==> src/rtl/assert_macros.svh <==
// assertion macros used by the top-level rtl file
`ifndef ASSERT_MACROS_SVH
`define ASSERT_MACROS_SVH

// property checked at every clock edge outside reset
`define ASSERT_ALWAYS(label, prop, msg) \
  label: assert property (@(posedge clk) disable iff (rst) (prop)) else $error(msg);

// implication checked at every clock edge outside reset
`define ASSERT_IMPLY(label, ante, cons, msg) \
  label: assert property (@(posedge clk) disable iff (rst) (ante) |-> (cons)) else $error(msg);

// next-cycle implication checked outside reset
`define ASSERT_NEXT(label, ante, cons, msg) \
  label: assert property (@(posedge clk) disable iff (rst) (ante) |=> (cons)) else $error(msg);

`endif

==> src/rtl/trb_pkg.sv <==
// types and constants of the timestamp reorder buffer
package trb_pkg;

  localparam int TIME_W = 48;
  localparam int TAG_W  = 16;
  localparam int THR_W  = 4;

  localparam logic [THR_W-1:0] THR_RESET = 4'd5;

  typedef logic [TIME_W-1:0] frame_time_t;
  typedef logic [TAG_W-1:0]  frame_tag_t;
  typedef logic [THR_W-1:0]  threshold_t;

  typedef enum logic [1:0] {
    OUT_RELEASED = 2'd0,
    OUT_HELD     = 2'd1,
    OUT_STALE    = 2'd2
  } outcome_t;

  typedef struct packed {
    outcome_t    outcome;
    frame_tag_t  tag;
    frame_time_t time_val;
  } result_t;

endpackage

==> src/rtl/timestamp_reorder_buffer.sv <==
// top level of the timestamp reorder buffer
//
// input channel: frame_time and frame_tag with in_valid / in_stall; a request
// is taken at a clock edge where in_valid is high and in_stall is low
// output channel: outcome, released_tag and released_time with out_valid /
// out_stall; every request gives exactly one result, in request order
// outcome: released oldest frame, held, or dropped as stale
// configuration: cfg_wr_en writes cfg_wr_data into the release threshold; the
// user must write it only while no request is in flight, the block does not enforce this
// path: a taken request waits in the input register, then its result is held in
// the result register; throughput: one request per cycle while out_stall does
// not hold a full result register, set by the combinational compare and shift
// over all SLOTS entries between the input and result registers
// stall: while out_stall holds a full result register, one more request
// waits in the input register and then in_stall rises
// reset: synchronous, clears the fill count, the last released time, both
// valid flags and sets the threshold to 5
`include "assert_macros.svh"

module timestamp_reorder_buffer
  import trb_pkg::*;
#(
  parameter int SLOTS = 8
) (
  input  logic               clk,
  input  logic               rst,
  input  logic               cfg_wr_en,
  input  logic [THR_W-1:0]   cfg_wr_data,
  input  logic               in_valid,
  output logic               in_stall,
  input  logic [TIME_W-1:0]  frame_time,
  input  logic [TAG_W-1:0]   frame_tag,
  output logic               out_valid,
  input  logic               out_stall,
  output logic [1:0]         outcome,
  output logic [TAG_W-1:0]   released_tag,
  output logic [TIME_W-1:0]  released_time
);

  localparam int CW = $clog2(SLOTS + 1);

  threshold_t     threshold;
  logic           in_full;
  frame_time_t    in_time;
  frame_tag_t     in_tag;
  logic           out_full;
  result_t        out_res;
  logic           proc;
  logic           in_take;

  frame_time_t    slot_time [SLOTS];
  frame_tag_t     slot_tag  [SLOTS];
  logic [CW-1:0]  fill;
  frame_time_t    last_rel;

  frame_time_t    slot_time_next [SLOTS];
  frame_tag_t     slot_tag_next  [SLOTS];
  logic [CW-1:0]  fill_next;
  frame_time_t    last_rel_next;
  result_t        res_next;

  assign proc     = in_full && (!out_full || !out_stall);
  assign in_stall = in_full && !proc;
  assign in_take  = in_valid && !in_stall;

  trb_insert_release #(
    .SLOTS (SLOTS),
    .CW    (CW)
  ) u_insert (
    .slot_time      (slot_time),
    .slot_tag       (slot_tag),
    .fill           (fill),
    .last_rel       (last_rel),
    .threshold      (threshold),
    .new_time       (in_time),
    .new_tag        (in_tag),
    .slot_time_next (slot_time_next),
    .slot_tag_next  (slot_tag_next),
    .fill_next      (fill_next),
    .last_rel_next  (last_rel_next),
    .result         (res_next)
  );

  always_ff @(posedge clk) begin
    if (rst) begin
      threshold <= THR_RESET;
      in_full   <= 1'b0;
      out_full  <= 1'b0;
      fill      <= '0;
      last_rel  <= '0;
    end else begin
      if (cfg_wr_en) begin
        threshold <= cfg_wr_data;
      end
      if (in_take) begin
        in_full <= 1'b1;
      end else if (proc) begin
        in_full <= 1'b0;
      end
      if (proc) begin
        out_full <= 1'b1;
        fill     <= fill_next;
        last_rel <= last_rel_next;
      end else if (!out_stall) begin
        out_full <= 1'b0;
      end
    end
  end

  always_ff @(posedge clk) begin
    if (in_take) begin
      in_time <= frame_time;
      in_tag  <= frame_tag;
    end
    if (proc) begin
      out_res   <= res_next;
      slot_time <= slot_time_next;
      slot_tag  <= slot_tag_next;
    end
  end

  assign out_valid     = out_full;
  assign outcome       = out_res.outcome;
  assign released_tag  = out_res.tag;
  assign released_time = out_res.time_val;

  `ASSERT_ALWAYS(a_fill_below_cap, fill <= CW'(SLOTS - 1), "fill count reached capacity")
  `ASSERT_IMPLY(a_stall_needs_full, in_stall, in_full && out_full, "stall without pending request")
  `ASSERT_IMPLY(a_idle_fields_zero, out_full && out_res.outcome != OUT_RELEASED,
                out_res.tag == '0 && out_res.time_val == '0, "nonzero fields without release")
  `ASSERT_NEXT(a_stale_keeps_fill, proc && res_next.outcome == OUT_STALE,
               $stable(fill) && $stable(last_rel), "stale request changed buffer state")
  `ASSERT_NEXT(a_release_marks, proc && res_next.outcome == OUT_RELEASED,
               last_rel == out_res.time_val, "last released time not updated")

endmodule

==> src/rtl/trb_insert_release.sv <==
// sorted insertion of one non-stale frame and release of the oldest entry at threshold
module trb_insert_release
  import trb_pkg::*;
#(
  parameter int SLOTS = 8,
  parameter int CW    = $clog2(SLOTS + 1)
) (
  input  frame_time_t          slot_time [SLOTS],
  input  frame_tag_t           slot_tag  [SLOTS],
  input  logic [CW-1:0]        fill,
  input  frame_time_t          last_rel,
  input  threshold_t           threshold,
  input  frame_time_t          new_time,
  input  frame_tag_t           new_tag,
  output frame_time_t          slot_time_next [SLOTS],
  output frame_tag_t           slot_tag_next  [SLOTS],
  output logic [CW-1:0]        fill_next,
  output frame_time_t          last_rel_next,
  output result_t              result
);

  localparam int EW = (CW > THR_W) ? CW : THR_W;
  localparam logic [EW-1:0] SLOTS_E = EW'(SLOTS);

  logic              stale;
  logic              release_en;
  logic [EW-1:0]     thr_ext;
  logic [EW-1:0]     thr_eff;
  logic [CW-1:0]     fill_inc;
  logic [SLOTS-1:0]  le;
  frame_time_t       ins_time [SLOTS];
  frame_tag_t        ins_tag  [SLOTS];

  assign stale    = new_time < last_rel;
  assign fill_inc = fill + CW'(1);
  assign thr_ext  = EW'(threshold);

  // zero acts as one, above capacity acts as capacity
  always_comb begin
    priority if (thr_ext == '0) begin
      thr_eff = EW'(1);
    end else if (thr_ext > SLOTS_E) begin
      thr_eff = SLOTS_E;
    end else begin
      thr_eff = thr_ext;
    end
  end

  assign release_en = EW'(fill_inc) >= thr_eff;

  genvar i;
  generate
    for (i = 0; i < SLOTS; i++) begin : g_slot
      assign le[i] = (CW'(i) < fill) && (slot_time[i] <= new_time);
      if (i == 0) begin : g_first
        assign ins_time[i] = le[i] ? slot_time[i] : new_time;
        assign ins_tag[i]  = le[i] ? slot_tag[i]  : new_tag;
      end else begin : g_rest
        assign ins_time[i] = le[i] ? slot_time[i] :
                             le[i-1] ? new_time : slot_time[i-1];
        assign ins_tag[i]  = le[i] ? slot_tag[i] :
                             le[i-1] ? new_tag : slot_tag[i-1];
      end
      if (i == SLOTS - 1) begin : g_last
        assign slot_time_next[i] = stale ? slot_time[i] : ins_time[i];
        assign slot_tag_next[i]  = stale ? slot_tag[i]  : ins_tag[i];
      end else begin : g_shift
        assign slot_time_next[i] = stale ? slot_time[i] :
                                   release_en ? ins_time[i+1] : ins_time[i];
        assign slot_tag_next[i]  = stale ? slot_tag[i] :
                                   release_en ? ins_tag[i+1] : ins_tag[i];
      end
    end
  endgenerate

  always_comb begin
    fill_next     = fill;
    last_rel_next = last_rel;
    result        = '{outcome: OUT_HELD, tag: '0, time_val: '0};
    priority if (stale) begin
      result.outcome = OUT_STALE;
    end else if (release_en) begin
      last_rel_next = ins_time[0];
      result        = '{outcome: OUT_RELEASED, tag: ins_tag[0], time_val: ins_time[0]};
    end else begin
      fill_next = fill_inc;
    end
  end

endmodule

==> config.mk <==
export PLATFORM = sky130hd
export DESIGN_NAME = timestamp_reorder_buffer
export DESIGN_NICKNAME = d
export VERILOG_FILES = /design/src/rtl/trb_pkg.sv /design/src/rtl/timestamp_reorder_buffer.sv /design/src/rtl/trb_insert_release.sv
export VERILOG_INCLUDE_DIRS = /design/src /design/src/rtl
export SDC_FILE = /design/constraint.sdc
export NUM_CORES = 2
export LEC_CHECK = 0
export BUFFER_PORTS_ARGS = -buffer_cell sky130_fd_sc_hd__clkbuf_2
export CORE_MARGIN = 2
export CORE_UTILIZATION = 40
export DETAILED_ROUTE_END_ITERATION = 8
export PLACE_DENSITY = 0.55
export SYNTH_ARGS = -nofsm -noshare
export SYNTH_HDL_FRONTEND = slang
export SYNTH_SLANG_ARGS = --single-unit
==> constraint.sdc <==
create_clock -name clk -period 60.1 [get_ports clk]
set_clock_uncertainty 0.15 [all_clocks]
set_input_delay 6.01 -clock clk [delete_from_list [all_inputs] [get_ports clk]]
set_output_delay 6.01 -clock clk [all_outputs]
set_load 0.01 [all_outputs]
== Word-level counts from Yosys, hierarchy flattened ==
Index checks and enable logic that the tools add are counted.

* Bits in registers: 700
* Bits of input ports: 73
* Output and inout port bits: 68
* Logic and storage cells: 122

* $add $sub $neg: 1
* Magnitude comparators: 19
* Eq/ne operators: 1
* Mux-type cells: 51
* Bitwise gates (word level): 2
* Reductions and logical operators: 22

{| class="wikitable"
|+ Operator list
! kind !! number
|-
| $mux 48 || 22
|-
| $le 48x48->1 || 8
|-
| $mux 16 || 22
|-
| $mux 65 || 1
|-
| $lt 48x48->1 || 1
|-
| $lt 3x4->1 const A || 4
|-
| $logic_and 1x1->1 || 11
|-
| $lt 1x4->1 const A || 2
|-
| $lt 2x4->1 const A || 2
|-
| $mux 4 || 2
|-
| $reduce_and 3->1 || 2
|-
| $add 4x1->4 const B || 1
|-
| $ge 4x4->1 || 1
|-
| $gt 4x4->1 const B || 1
|-
| $logic_not 1->1 || 4
|-
| $logic_not 4->1 || 1
|-
| $mux 1 || 4
|-
| $ne 2x1->1 const B || 1
|-
| $not 1->1 || 2
|-
| $reduce_and 2->1 || 1
|-
| $reduce_bool 2->1 || 1
|-
| $reduce_or 2->1 || 1
|-
| $logic_or 1x1->1 || 1
|}

== Logic depth before layout (Yosys ltp) ==
* Depth in word-level cells: 8
* Depth in mapped cells: 14
* Depth with buffers taken out: 11

== Hierarchy ==
From an unflattened synthesis, not the netlist that was laid out.

* Cells, all modules: 5203
* Area, all modules: 50937.6 µm²

{| class="wikitable"
|+ By module, submodules not included
! module !! times used !! cells an instance !! area an instance (µm²) !! seq. area each (µm²)
|-
| trb_insert_release || 1 || 4313 || 29069.1 || 0.0
|-
| timestamp_reorder_buffer || 1 || 890 || 21868.5 || 20439.6
|}

== Worst setup path after synthesis ==
Ideal clock, no wire load.

* Path kind: input -> register
* Start: in out_stall
* End: reg slot_tag[0] (netlist bit) (enable)
* Library setup time: 1.459 ns
* Arrival: 32.700 ns
* Data required time: 58.491 ns
* Slack: 25.791 ns
* Cell stages on the path: 2
* Buffers on the path: 0
* Cell sequence: a21boi_0 nor2b_1

* Longest elaborated chain between the ends: 4

{| class="wikitable"
|+ Ends and longest elaborated chain
! element !! line !! RTL
|-
| start: declaration || timestamp_reorder_buffer.sv:34 || <nowiki>input logic out_stall,</nowiki>
|-
| $logic_not 1->1 || -- ||
|-
| $logic_or 1x1->1 || timestamp_reorder_buffer.sv:62 || <nowiki>assign proc = in_full && (!out_full || !out_stall);</nowiki>
|-
| $logic_and 1x1->1 || timestamp_reorder_buffer.sv:62 ||
|-
| $reduce_and 2->1 (no line) || -- ||
|-
| end signal: assignment || timestamp_reorder_buffer.sv:118 || <nowiki>slot_tag <= slot_tag_next;</nowiki>
|-
| end: declaration || timestamp_reorder_buffer.sv:52 || <nowiki>frame_tag_t slot_tag [SLOTS];</nowiki>
|}

No other way between the ends.
A chain may end at the register's enable or synchronous reset.

== Worst setup path after layout ==
* Start: in out_stall
* End: out in_stall

* Longest elaborated chain between the ends: 5

{| class="wikitable"
|+ Ends and longest elaborated chain
! element !! line !! RTL
|-
| $logic_not 1->1 || -- ||
|-
| $logic_or 1x1->1 || timestamp_reorder_buffer.sv:62 ||
|-
| $logic_and 1x1->1 || timestamp_reorder_buffer.sv:62 ||
|-
| $logic_not 1->1 || timestamp_reorder_buffer.sv:63 || <nowiki>assign in_stall = in_full && !proc;</nowiki>
|-
| $logic_and 1x1->1 || timestamp_reorder_buffer.sv:63 ||
|-
| end: declaration || timestamp_reorder_buffer.sv:30 || <nowiki>output logic in_stall,</nowiki>
|}

No other way between the ends.

==> out/metrics.yaml <==
run_status:
  outcome: "completed"
clocking:
  ctsHtreeMaxLevel: 3
  cts_tree: "yes"
  cts_max_path_buffers: 3
  hold_buffers: 0
  cts_num_sinks: 700
  insertion_delay_ns: 0.71
  postCtsSetupBuffers: 0
  cts-buffers-inserted: 87
  post_cts_resized: 0
  cts-root-buf: "clkbuf_16"
  path_clk_slew_ns: 0.06
detailed_routing:
  drt_iter0_markers: 4535
  avgRoutedWirePerCell_um: 26.9
  drt-vias-per-instance: 6.44
  wl_mm: 176
  antenna_left: 0
  drcViolationCount: 0
  vias: 42014
  firstDrtPassIters: 5
layout:
  drive_above_1_share: 0.138
  final_nets: 5338
  area_growth_pct: 9.95
  instances_no_fill: 6526
timing:
  tightest_slew_ns: 1.32
  slew-limit-headroom: 0.111
  setup_viol: 0
  max_freq_mhz: 78.7
  rsz0062_at_grt: "false"
  min_period_ns: 12.71
  worst_slack_ns: 47.39
  drv_slew: 0
  holdWs_ns: 0.349
  post-route-period-util: 0.211
  hold_violations: 0
  tns_ns: 0
pwr:
  pwr_density_cell_nw_per_um2: 26.4
  clkPwrFrac: 0.385
  leakage_nw: 19.7
  switching_power_uw: 418
  max-vdd-ir-drop_mv: 0.0213
  p_comb_frac: 0.188
  internal-power_mw: 1.00
  swShare: 0.295
  seqPwrFrac: 0.427
yosys:
  ys_top_cells_by_area: "edfxtp_1, ha_1, mux2_2"
  synthesis.area_um2: 48800
  synth_top_area_share: 0.395
  synth_seq_cells: 700
  ys_types: 70
  ys_warn_count: 0
  synthesis.nets: 5437
  yosysTopAreaCell: "edfxtp_1"
  async_flop_share: 0
  syn_area_per_cell_um2: 9.91
  ys.flop_type: "edfxtp_1"
  netlist_instances: 4927
  synth-edff-count: 642
  yosysSeqAreaShare: 0.419
die:
  initial_core_util: 0.402
  rows: 128
  die_h_um: 353
  die_area_um2: 125000
  ios: 141
  die_w_um: 353
  core_um2: 121000
hold_path:
  hp-class: "flop to flop"
  worst_hold_path.endpoint: "out_valid$_SDFFE_PP0P_"
  hold_path_depth: 2
  holdCritStartpoint: "in_full$_SDFFE_PP0P_"
place:
  port_buffers: 140
  placed_cells: 6364
  gp_congestion: 0.880
  place_ws_ns: 47.37
  dp_hpwl_mm: 109
setup_path:
  critPathArrivalTime_ns: 6.55
  worstPathRequired_ns: 53.94
  worstSetupPathType: "primary input to output pin"
  ff2ff_path_depth: 13
  ff2ff_setup_slack_ns: 52.93
  end_kind: "output pin"
  startpoint_type: "primary input"
  crit_fanout: 3
  r2r-end: "slot_time[19]$_DFFE_PP_"
  r2r-start: "in_time[25]$_DFFE_PP_"
grt:
  grt_max_degree: 157
  antenna_found_initial: 4
  first_global_vias: 40491
  grt_pass1_wl_mm: 263
  grt.overflow.total: 0
  grt.total_usage: 0.274
flow_run:
  max_cap_violations: 0
[through the flow]
| step | power (mW) | area [um^2] | utilization |
|---|---|---|---|
| finish | 1.42 | 53700 | 0.442 |
| global route | 1.48 | 53700 | 0.442 |
| CTS | 1.43 | 53700 | 0.442 |
| detailed placement | 0.878 | 50800 | 0.418 |
| global placement | 0.873 | 50800 | 0.418 |
| floorplan | 0.809 | 48800 | - |
[cells in the final DEF (no fill, tap or decap), types with 65 or more instances in the layout]
cell	count
a211oi_1	83
a21oi_1	340
a221oi_1	71
a22o_1	65
a31oi_1	208
buf_4	68
clkbuf_16	87
clkbuf_2	139
edfxtp_1	642
ha_1	437
inv_1	223
mux2_2	275
nand2_1	126
nand3_1	261
nand4_1	98
nor2_1	275
nor3_1	184
o211ai_1	180
o21a_1	73
o21ai_0	408
or3_1	65
[how the worst max path moves through the flow]
stage | cells past startpoint | start | slack (ns) | end
after floorplan | 2 | out_stall | 25.79 | slot_tag[0]$_DFFE_PP_
after global placement | 3 | out_stall | 47.36 | in_stall
after detailed placement | 3 | out_stall | 47.37 | in_stall
after CTS | 3 | out_stall | 47.37 | in_stall
after global routing | 3 | out_stall | 47.32 | in_stall
final | 3 | out_stall | 47.39 | in_stall
[sequential cells by signal, summed over array words and instances (netlist names), 4 cells and up]
register       count
slot_time        384
slot_tag         128
in_time           48
last_rel          48
released_time     48
in_tag            16
released_tag      16
fill               4
threshold          4
[layout make-up]
cell class | instances | area, um^2
timing repair buffer | 210 | 1250
antenna | 1 | 2.50
clock buffer | 124 | 2460
fill | 11736 | 67700
clock inverter | 37 | 424
inverter | 223 | 837
multi-input combinational | 3606 | 26200
tap | 1625 | 2030
sequential | 700 | 20400
[cells by family (layout without fill, tap and decap cells)]
| family | Yosys count | in the layout | share of synthesized area |
|---|---|---|---|
| AO/OA/AOI/OAI | 1677 | 1677 | 0.225 |
| AND/OR/NAND/NOR | 1151 | 1151 | 0.116 |
| flip-flops | 700 | 700 | 0.419 |
| buffers and inverters | 621 | 594 | 0.0499 |
| adder cells (fa/ha/maj) | 437 | 437 | 0.112 |
| multiplexers | 339 | 339 | 0.0776 |
| XOR/XNOR | 2 | 2 | 0.000359 |
| other | 0 | 1 | 0 |
[critical path: stages]
cell and delay, ns:
clkbuf_2 0.12, and3_1 0.25, clkbuf_2 0.16
[routing by layer]
layer / vias up / global-route usage / wire length [um]
li1: 19072 / - / -
met1: 20827 / 0.384 / 78200
met5: - / 0 / 15
met2: 1802 / 0.418 / 76800
met4: 2 / 0.117 / 7290
met3: 311 / 0.0427 / 13400
[cells in the mapped netlist, drive strengths merged, types with 83 or more instances]
cell type	n
nor2	277
a211oi	83
nand3	262
buf	85
clkbuf	313
a31oi	208
o21ai	415
a21oi	344
ha	437
inv	223
nor3	184
nand4	98
nand2	132
edfxtp	642
mux2	285
o211ai	180
[power by group through the flow]
stage	clock [mW]	sequential [mW]	combinational, mW
floorplan	0	0.623	0.186
global placement	0	0.615	0.258
detailed placement	0	0.615	0.263
CTS	0.557	0.605	0.264
global route	0.574	0.609	0.293
finish	0.546	0.606	0.266
No activity file was read; power rests on OpenSTA's default activity.
